===== src/rtl/core/pcdc_pkg.sv =====
// Types and constants of the pointer click/drag classifier.
package pcdc_pkg;

    localparam int IN_W  = 56;
    localparam int OUT_W = 40;
    localparam int CFG_AW = 2;
    localparam int CFG_DW = 32;

    localparam logic [CFG_AW-1:0] REG_CLICK_TIME_LIMIT = 2'd0;
    localparam logic [CFG_AW-1:0] REG_DRAG_DISTANCE_SQ = 2'd1;

    localparam logic [23:0] CLICK_TIME_LIMIT_RST = 24'd300000;
    localparam logic [31:0] DRAG_DISTANCE_SQ_RST = 32'd4;
    localparam logic [23:0] ELAPSED_MAX          = 24'hFFFFFF;

    localparam logic [2:0] MODE_WAIT      = 3'd0;
    localparam logic [2:0] MODE_DETECT    = 3'd1;
    localparam logic [2:0] MODE_SEL_START = 3'd2;
    localparam logic [2:0] MODE_SELECTED  = 3'd3;
    localparam logic [2:0] MODE_DRAGGING  = 3'd4;
    localparam logic [2:0] MODE_STOPPED   = 3'd5;

    localparam logic [2:0] EV_NONE       = 3'd0;
    localparam logic [2:0] EV_DRAG_START = 3'd1;
    localparam logic [2:0] EV_DRAG_CONT  = 3'd2;
    localparam logic [2:0] EV_DRAG_STOP  = 3'd3;
    localparam logic [2:0] EV_CLICK      = 3'd4;
    localparam logic [2:0] EV_CLICK_END  = 3'd5;

    typedef struct packed {
        logic               button_down;
        logic signed [15:0] pointer_x;
        logic signed [15:0] pointer_y;
        logic               hit_inside;
        logic [15:0]        tick_time;
        logic               listener_accepts;
    } item_t;

    typedef struct packed {
        logic [2:0]         event_code;
        logic signed [15:0] event_x;
        logic signed [15:0] event_y;
        logic [2:0]         mode_now;
    } result_t;

    typedef struct packed {
        logic [23:0] click_time_limit;
        logic [31:0] drag_distance_sq;
    } cfg_t;

endpackage


===== src/rtl/core/pcdc_cfg_regs.sv =====
// Configuration registers of the pointer click/drag classifier.
module pcdc_cfg_regs (
    input  logic                         clk,
    input  logic                         rst_n,
    input  logic                         cfg_we,
    input  logic [pcdc_pkg::CFG_AW-1:0]  cfg_addr,
    input  logic [pcdc_pkg::CFG_DW-1:0]  cfg_wdata,
    output pcdc_pkg::cfg_t               cfg
);

    logic [23:0] click_time_limit_reg;
    logic [31:0] drag_distance_sq_reg;

    always_ff @(posedge clk or negedge rst_n)
    begin
        if (!rst_n)
        begin
            click_time_limit_reg <= pcdc_pkg::CLICK_TIME_LIMIT_RST;
            drag_distance_sq_reg <= pcdc_pkg::DRAG_DISTANCE_SQ_RST;
        end
        else if (cfg_we)
        begin
            case (cfg_addr)
                pcdc_pkg::REG_CLICK_TIME_LIMIT:
                begin
                    click_time_limit_reg <= cfg_wdata[23:0];
                end
                pcdc_pkg::REG_DRAG_DISTANCE_SQ:
                begin
                    drag_distance_sq_reg <= cfg_wdata;
                end
                default:
                begin
                end
            endcase
        end
    end

    assign cfg.click_time_limit = click_time_limit_reg;
    assign cfg.drag_distance_sq = drag_distance_sq_reg;

endmodule


===== src/rtl/core/pcdc_in_stage.sv =====
// Input register: captures one item and holds it until the classifier takes it.
module pcdc_in_stage (
    input  logic                        clk,
    input  logic                        rst_n,
    input  logic                        s_tvalid,
    output logic                        s_tready,
    input  logic [pcdc_pkg::IN_W-1:0]   s_tdata,
    input  logic                        take,
    output logic                        item_valid,
    output pcdc_pkg::item_t             item
);

    logic            valid_reg;
    logic            valid_next;
    pcdc_pkg::item_t item_reg;
    pcdc_pkg::item_t item_next;
    logic            load;

    assign s_tready = !valid_reg || take;
    assign load     = s_tvalid && s_tready;

    always_comb
    begin
        item_next.button_down      = s_tdata[0];
        item_next.pointer_x        = s_tdata[16:1];
        item_next.pointer_y        = s_tdata[32:17];
        item_next.hit_inside       = s_tdata[33];
        item_next.tick_time        = s_tdata[49:34];
        item_next.listener_accepts = s_tdata[50];
    end

    always_comb
    begin
        if (load)
            valid_next = 1'b1;
        else if (take)
            valid_next = 1'b0;
        else
            valid_next = valid_reg;
    end

    always_ff @(posedge clk or negedge rst_n)
    begin
        if (!rst_n)
            valid_reg <= 1'b0;
        else
            valid_reg <= valid_next;
    end

    always_ff @(posedge clk)
    begin
        if (load)
            item_reg <= item_next;
    end

    assign item_valid = valid_reg;
    assign item       = item_reg;

endmodule


===== src/rtl/core/pcdc_classify.sv =====
// Click/drag state machine: press position, elapsed time and per-item event.
module pcdc_classify (
    input  logic              clk,
    input  logic              rst_n,
    input  logic              take,
    input  pcdc_pkg::item_t   item,
    input  pcdc_pkg::cfg_t    cfg,
    output pcdc_pkg::result_t result
);

    logic [2:0]         mode_reg;
    logic [2:0]         mode_next;
    logic [23:0]        elapsed_reg;
    logic [23:0]        elapsed_next;
    logic signed [15:0] press_x_reg;
    logic signed [15:0] press_x_next;
    logic signed [15:0] press_y_reg;
    logic signed [15:0] press_y_next;

    logic [2:0]         ev;
    logic [24:0]        elapsed_sum;
    logic [23:0]        elapsed_sat;
    logic signed [16:0] dx;
    logic signed [16:0] dy;
    logic signed [33:0] sq_x;
    logic signed [33:0] sq_y;
    logic [33:0]        dist_sq;
    logic               far;

    assign elapsed_sum = {1'b0, elapsed_reg} + {9'd0, item.tick_time};
    assign elapsed_sat = elapsed_sum[24] ? pcdc_pkg::ELAPSED_MAX : elapsed_sum[23:0];

    assign dx      = {item.pointer_x[15], item.pointer_x} - {press_x_reg[15], press_x_reg};
    assign dy      = {item.pointer_y[15], item.pointer_y} - {press_y_reg[15], press_y_reg};
    assign sq_x    = dx * dx;
    assign sq_y    = dy * dy;
    assign dist_sq = {1'b0, sq_x[32:0]} + {1'b0, sq_y[32:0]};
    assign far     = dist_sq > {2'b00, cfg.drag_distance_sq};

    always_comb
    begin
        mode_next    = mode_reg;
        elapsed_next = elapsed_reg;
        press_x_next = press_x_reg;
        press_y_next = press_y_reg;
        ev           = pcdc_pkg::EV_NONE;
        case (mode_reg)
            pcdc_pkg::MODE_WAIT:
            begin
                if (item.button_down && item.hit_inside)
                begin
                    elapsed_next = '0;
                    press_x_next = item.pointer_x;
                    press_y_next = item.pointer_y;
                    mode_next    = pcdc_pkg::MODE_DETECT;
                end
            end
            pcdc_pkg::MODE_DETECT:
            begin
                elapsed_next = elapsed_sat;
                if (item.button_down)
                begin
                    if (far)
                    begin
                        ev        = pcdc_pkg::EV_DRAG_START;
                        mode_next = item.listener_accepts ? pcdc_pkg::MODE_DRAGGING
                                                          : pcdc_pkg::MODE_DETECT;
                    end
                end
                else if (elapsed_sat < cfg.click_time_limit)
                begin
                    ev        = pcdc_pkg::EV_CLICK;
                    mode_next = item.listener_accepts ? pcdc_pkg::MODE_SEL_START
                                                      : pcdc_pkg::MODE_DETECT;
                end
                else
                begin
                    mode_next = pcdc_pkg::MODE_WAIT;
                end
            end
            pcdc_pkg::MODE_SEL_START:
            begin
                mode_next = pcdc_pkg::MODE_SELECTED;
            end
            pcdc_pkg::MODE_SELECTED:
            begin
                if (item.button_down)
                begin
                    ev        = pcdc_pkg::EV_CLICK_END;
                    mode_next = pcdc_pkg::MODE_STOPPED;
                end
            end
            pcdc_pkg::MODE_DRAGGING:
            begin
                if (!item.button_down)
                begin
                    ev        = pcdc_pkg::EV_DRAG_STOP;
                    mode_next = pcdc_pkg::MODE_STOPPED;
                end
                else
                begin
                    ev = pcdc_pkg::EV_DRAG_CONT;
                end
            end
            pcdc_pkg::MODE_STOPPED:
            begin
                if (!item.button_down)
                    mode_next = pcdc_pkg::MODE_WAIT;
            end
            default:
            begin
                mode_next = pcdc_pkg::MODE_WAIT;
            end
        endcase
    end

    always_ff @(posedge clk or negedge rst_n)
    begin
        if (!rst_n)
        begin
            mode_reg    <= pcdc_pkg::MODE_WAIT;
            elapsed_reg <= '0;
            press_x_reg <= '0;
            press_y_reg <= '0;
        end
        else if (take)
        begin
            mode_reg    <= mode_next;
            elapsed_reg <= elapsed_next;
            press_x_reg <= press_x_next;
            press_y_reg <= press_y_next;
        end
    end

    assign result.event_code = ev;
    assign result.event_x    = (ev != pcdc_pkg::EV_NONE) ? item.pointer_x : '0;
    assign result.event_y    = (ev != pcdc_pkg::EV_NONE) ? item.pointer_y : '0;
    assign result.mode_now   = mode_next;

endmodule


===== src/rtl/core/pcdc_out_stage.sv =====
// Result register: holds one result item until the downstream side takes it.
module pcdc_out_stage (
    input  logic                        clk,
    input  logic                        rst_n,
    input  logic                        item_valid,
    input  pcdc_pkg::result_t           result,
    output logic                        take,
    output logic                        m_tvalid,
    input  logic                        m_tready,
    output logic [pcdc_pkg::OUT_W-1:0]  m_tdata
);

    logic                       valid_reg;
    logic                       valid_next;
    logic [pcdc_pkg::OUT_W-1:0] data_reg;
    logic [pcdc_pkg::OUT_W-1:0] data_next;
    logic                       room;

    assign room = !valid_reg || m_tready;
    assign take = item_valid && room;

    assign data_next = {2'b00, result.mode_now, result.event_y,
                        result.event_x, result.event_code};

    always_comb
    begin
        if (take)
            valid_next = 1'b1;
        else if (m_tready)
            valid_next = 1'b0;
        else
            valid_next = valid_reg;
    end

    always_ff @(posedge clk or negedge rst_n)
    begin
        if (!rst_n)
            valid_reg <= 1'b0;
        else
            valid_reg <= valid_next;
    end

    always_ff @(posedge clk)
    begin
        if (take)
            data_reg <= data_next;
    end

    assign m_tvalid = valid_reg;
    assign m_tdata  = data_reg;

endmodule


===== src/rtl/core/pointer_click_drag_classifier.sv =====
// Pointer click/drag classifier: one pointer tick in, one event item out. Every
// accepted tick yields exactly one result item, which passes the input register and
// then the result register before it shows on the master side, and a new tick is
// taken every cycle as long as the result register can drain; the
// single per-tick update of the six-state press machine sets that rate. With the
// master side stalled the block holds two ticks and then drops s_tready.
// Write configuration only while no tick is in flight; the block does not check it.
module pointer_click_drag_classifier (
    input  logic                        clk,
    input  logic                        rst_n,
    input  logic                        s_tvalid,
    output logic                        s_tready,
    // [0] button_down, [16:1] pointer_x, [32:17] pointer_y, [33] hit_inside,
    // [49:34] tick_time, [50] listener_accepts, [55:51] zero
    input  logic [pcdc_pkg::IN_W-1:0]   s_tdata,
    output logic                        m_tvalid,
    input  logic                        m_tready,
    // [2:0] event_code, [18:3] event_x, [34:19] event_y, [37:35] mode_now,
    // [39:38] zero
    output logic [pcdc_pkg::OUT_W-1:0]  m_tdata,
    input  logic                        cfg_we,
    input  logic [pcdc_pkg::CFG_AW-1:0] cfg_addr,
    input  logic [pcdc_pkg::CFG_DW-1:0] cfg_wdata
);

    pcdc_pkg::cfg_t    cfg;
    pcdc_pkg::item_t   item;
    pcdc_pkg::result_t result;
    logic              item_valid;
    logic              take;

    pcdc_cfg_regs u_cfg (
        .clk       (clk),
        .rst_n     (rst_n),
        .cfg_we    (cfg_we),
        .cfg_addr  (cfg_addr),
        .cfg_wdata (cfg_wdata),
        .cfg       (cfg)
    );

    pcdc_in_stage u_in (
        .clk        (clk),
        .rst_n      (rst_n),
        .s_tvalid   (s_tvalid),
        .s_tready   (s_tready),
        .s_tdata    (s_tdata),
        .take       (take),
        .item_valid (item_valid),
        .item       (item)
    );

    pcdc_classify u_classify (
        .clk    (clk),
        .rst_n  (rst_n),
        .take   (take),
        .item   (item),
        .cfg    (cfg),
        .result (result)
    );

    pcdc_out_stage u_out (
        .clk        (clk),
        .rst_n      (rst_n),
        .item_valid (item_valid),
        .result     (result),
        .take       (take),
        .m_tvalid   (m_tvalid),
        .m_tready   (m_tready),
        .m_tdata    (m_tdata)
    );

endmodule


===== config.mk =====
export PLATFORM = sky130hd
export DESIGN_NAME = pointer_click_drag_classifier
export DESIGN_NICKNAME = d
export VERILOG_FILES = /design/src/rtl/core/pcdc_pkg.sv /design/src/rtl/core/pcdc_cfg_regs.sv /design/src/rtl/core/pcdc_in_stage.sv /design/src/rtl/core/pcdc_classify.sv /design/src/rtl/core/pcdc_out_stage.sv /design/src/rtl/core/pointer_click_drag_classifier.sv
export SDC_FILE = /design/constraint.sdc
export NUM_CORES = 2
export LEC_CHECK = 0
export BUFFER_PORTS_ARGS = -buffer_cell sky130_fd_sc_hd__buf_4
export CAP_MARGIN = 20
export CORE_MARGIN = 2
export CORE_UTILIZATION = 35
export DETAILED_ROUTE_END_ITERATION = 7
export HOLD_SLACK_MARGIN = 0.12
export PLACE_DENSITY = 0.54
export SLEW_MARGIN = 20
export SYNTH_ARGS = -nofsm -noshare
export SYNTH_HDL_FRONTEND = slang
export SYNTH_SLANG_ARGS = --single-unit
export TNS_END_PERCENT = 5

===== constraint.sdc =====
create_clock -name clk -period 12.4 [get_ports clk]
set_input_delay 1.24 -clock clk [delete_from_list [all_inputs] [get_ports clk]]
set_output_delay 1.24 -clock clk [all_outputs]
set_load 0.02 [all_outputs]

==> results.py <==
metrics = {
    "place": {
        "placed_cell_area_sq_mm": 0.0348,
        "io_buffers": 129,
        "gp_congestion": 0.867,
        "dp.cells": 4700,
        "dp_hpwl_microns": 67300,
    },
    "sta": {
        "clock.fmax_ghz": 0.0844,
        "tightest_slew_ps": 1050,
        "hold_viol": 0,
        "slew_violations": 0,
        "post-route-min-period_ps": 11840,
        "period_share_pct": 95.5,
        "setup_viol": 0,
        "slew_headroom_pct": 30.0,
        "rsz0062_at_grt": "false",
        "clock-skew-final_ps": 19.0,
    },
    "worst_setup_path": {
        "crit_path_top_delay_cell": "fa_1",
        "crit_start": "u_in.item[19]",
        "start_kind": "flop",
        "cp.required_ps": 12710,
        "worst_setup_path_end_kind": "flop",
        "cp.arrival_ps": 12150,
        "regToRegStartpoint": "u_in.item[19]",
        "cp_max_fo": 7,
        "worstSetupPathType": "reg2reg",
        "slowest_delay_ps": 510,
        "critPathMostFrequentCell": "fa_1",
    },
    "final_layout": {
        "synthToLayoutAreaGrowth_pct": 14.1,
        "antennaDiodeCount": 0,
        "drive_gt1_share_pct": 14.3,
        "design_area_sq_mm": 0.0361,
        "final.fill_count": 9029,
        "finish.utilization_pct": 40.2,
        "final_cells": 4765,
        "largest_reg_flops": 51,
        "fin_nets": 4494,
    },
    "detailed_routing": {
        "detail-route-antenna-nets": 0,
        "first_pass_iters": 5,
        "drt_iter0_markers": 1175,
        "wl_per_cell_microns": 16.9,
        "vias": 22800,
        "remaining_drc_errors": 0,
        "wirelength_microns": 80500,
        "vias_per_cell": 4.78,
    },
    "synthesis": {
        "synth_ff_type": "dfrtp_1",
        "avgSynthCellArea_sq_um": 9.47,
        "yosys.cell_count.top_type": "inv_1",
        "synth_edf_count": 89,
        "netlist.area_leader.share_pct": 33.7,
        "ys_seq_elements": 206,
        "synth_common_cells": "inv_1 (765), fa_1 (532), nand2_1 (339), ha_1 (294), nor2_1 (233)",
        "async_flop_share_pct": 56.8,
        "synth_top_area_cell": "fa_1",
        "mappedNetlistArea_sq_mm": 0.0316,
        "syn-instance-count": 3338,
        "seq_area_frac_synth_pct": 17.7,
        "synth_warnings": 0,
        "synth_cell_types": 93,
        "synth_area_leaders": "fa_1 (34%), ha_1 (12%), inv_1 (9.1%)",
    },
    "min_path": {
        "hp-start": "u_in.item_valid",
        "hold_class": "reg2reg",
    },
    "floorplanning": {
        "rows": 110,
        "die-area_sq_mm": 0.0928,
        "die_h_microns": 305,
        "dieWidth_microns": 305,
        "initial_core_util_pct": 35.2,
        "pin_count": 137,
        "core_area_sq_mm": 0.0897,
    },
    "clock_network": {
        "cts_buffers": 22,
        "cts_max_level": 1,
        "cts-hold-fix-buffers": 0,
        "cts_tree": "built",
        "clock_latency_ps": 560,
        "cts-root-buf": "clkbuf_16",
        "path_clk_slew_ps": 70,
        "cts.sinks": 206,
        "clock_path_buffers": 3,
    },
    "global_route": {
        "grt_max_degree": 65,
        "grt_antenna_before_repair": 6,
        "track_usage_pct": 17.8,
        "gr-total-overflow": 0,
        "grt_pass1_wl_microns": 130000,
        "grt_pass1_vias": 24200,
    },
    "flow_run": {
        "cap_violations": 0,
    },
    "status": {
        "status": "finished, final reports clean",
    },
}
## stage by stage
step | worst slack [ps] | hold slack, ps | setup TNS, ps
after floorplan | 911 | 454 | 0
after global placement | -38.2 | 464 | -303
after detailed placement | -161 | 479 | -3700
after CTS | 3.88 | 487 | 0
after global routing | 51.3 | 514 | 0
final | 556 | 484 | 0
## final cells by class
type / count / area (sq um) / area share, %
Clock buffer: 33 / 613 / 1.70
Clock inverter: 7 / 97.6 / 0.270
Inverter: 777 / 2930 / 8.11
Multi-Input combinational cell: 2280 / 23100 / 64.1
Sequential cell: 206 / 5610 / 15.6
Tap cell: 1176 / 1470 / 4.08
Timing Repair Buffer: 286 / 2220 / 6.16
## routing by layer
layer | track usage (%) | part of all wire [%] | vias up
met3 | 2.27 | 4.9 | 89
met4 | 4.46 | 2.5 | 8
met1 | 25.0 | 46 | 11300
met2 | 29.0 | 46 | 418
met5 | 0 | 0.062 | -
li1 | - | - | 11000
## cell families after synthesis
group                    Yosys count  synth area share [%]
AO/OA/AOI/OAI                    471                  9.95
XOR/XNOR                         139                  3.85
adder cells (fa/ha/maj)          826                  45.3
buffers and inverters            853                  10.2
flip-flops                       206                  17.7
multiplexers                      46                  1.61
other                              1                0.0119
AND/OR/NAND/NOR                  796                  11.3
## critical path, delay by kind of cell, from the launching register on
kind / cells / cell delay, ps
flops: 1 / 410
fa+ha+maj: 10 / 4160
compound gates: 12 / 2720
xor+xnor: 2 / 310
mux: 1 / 370
simple gates: 14 / 2440
buf+inv: 9 / 1120
## path summary, 6_finish.rpt
| check | to | slack (ps) | depth (start not counted) |
|---|---|---|---|
| worst max-delay path | u_out.m_tdata[10] | 560 | 48 |
| worst min-delay path | u_out.m_tvalid | 480 | 1 |
| worst max register to register | u_out.m_tdata[10] | 560 | 48 |
| worst min register to register | u_out.m_tvalid | 480 | 1 |
| max in group asynchronous | u_classify.press_y_reg[4] | 10480 | 2 |
| min in group asynchronous | u_classify.press_x_reg[8] | 670 | 1 |
## repair_timing
action	CTS	global route
buffers inserted	0	24
resized for setup	3	83
gates cloned	0	2
endpoints found under the setup margin	29	37
pin swaps	0	42
## layout by cell type (no fill, tap or decap), drive strengths merged, types with 23 or more instances in the layout
master  Yosys  layout
and3       25      25
clkbuf     61      35
o21a       25      25
edfxtp     89      89
o21ai     128     128
a31oi      23      23
nor2      234     234
inv       771     770
fa        532     532
a21oi     120     120
buf        15     284
dfrtp     108     108
xor2       44      44
nand3      44      44
mux2       40      40
a21o       43      43
nor3       33      33
nand2     339     339
ha        294     294
xnor2      95      95
and2       34      34
Power is left out: the tool's default activity adds up to more than one toggle a clock period on the data nets, which glitch-free logic cannot reach.
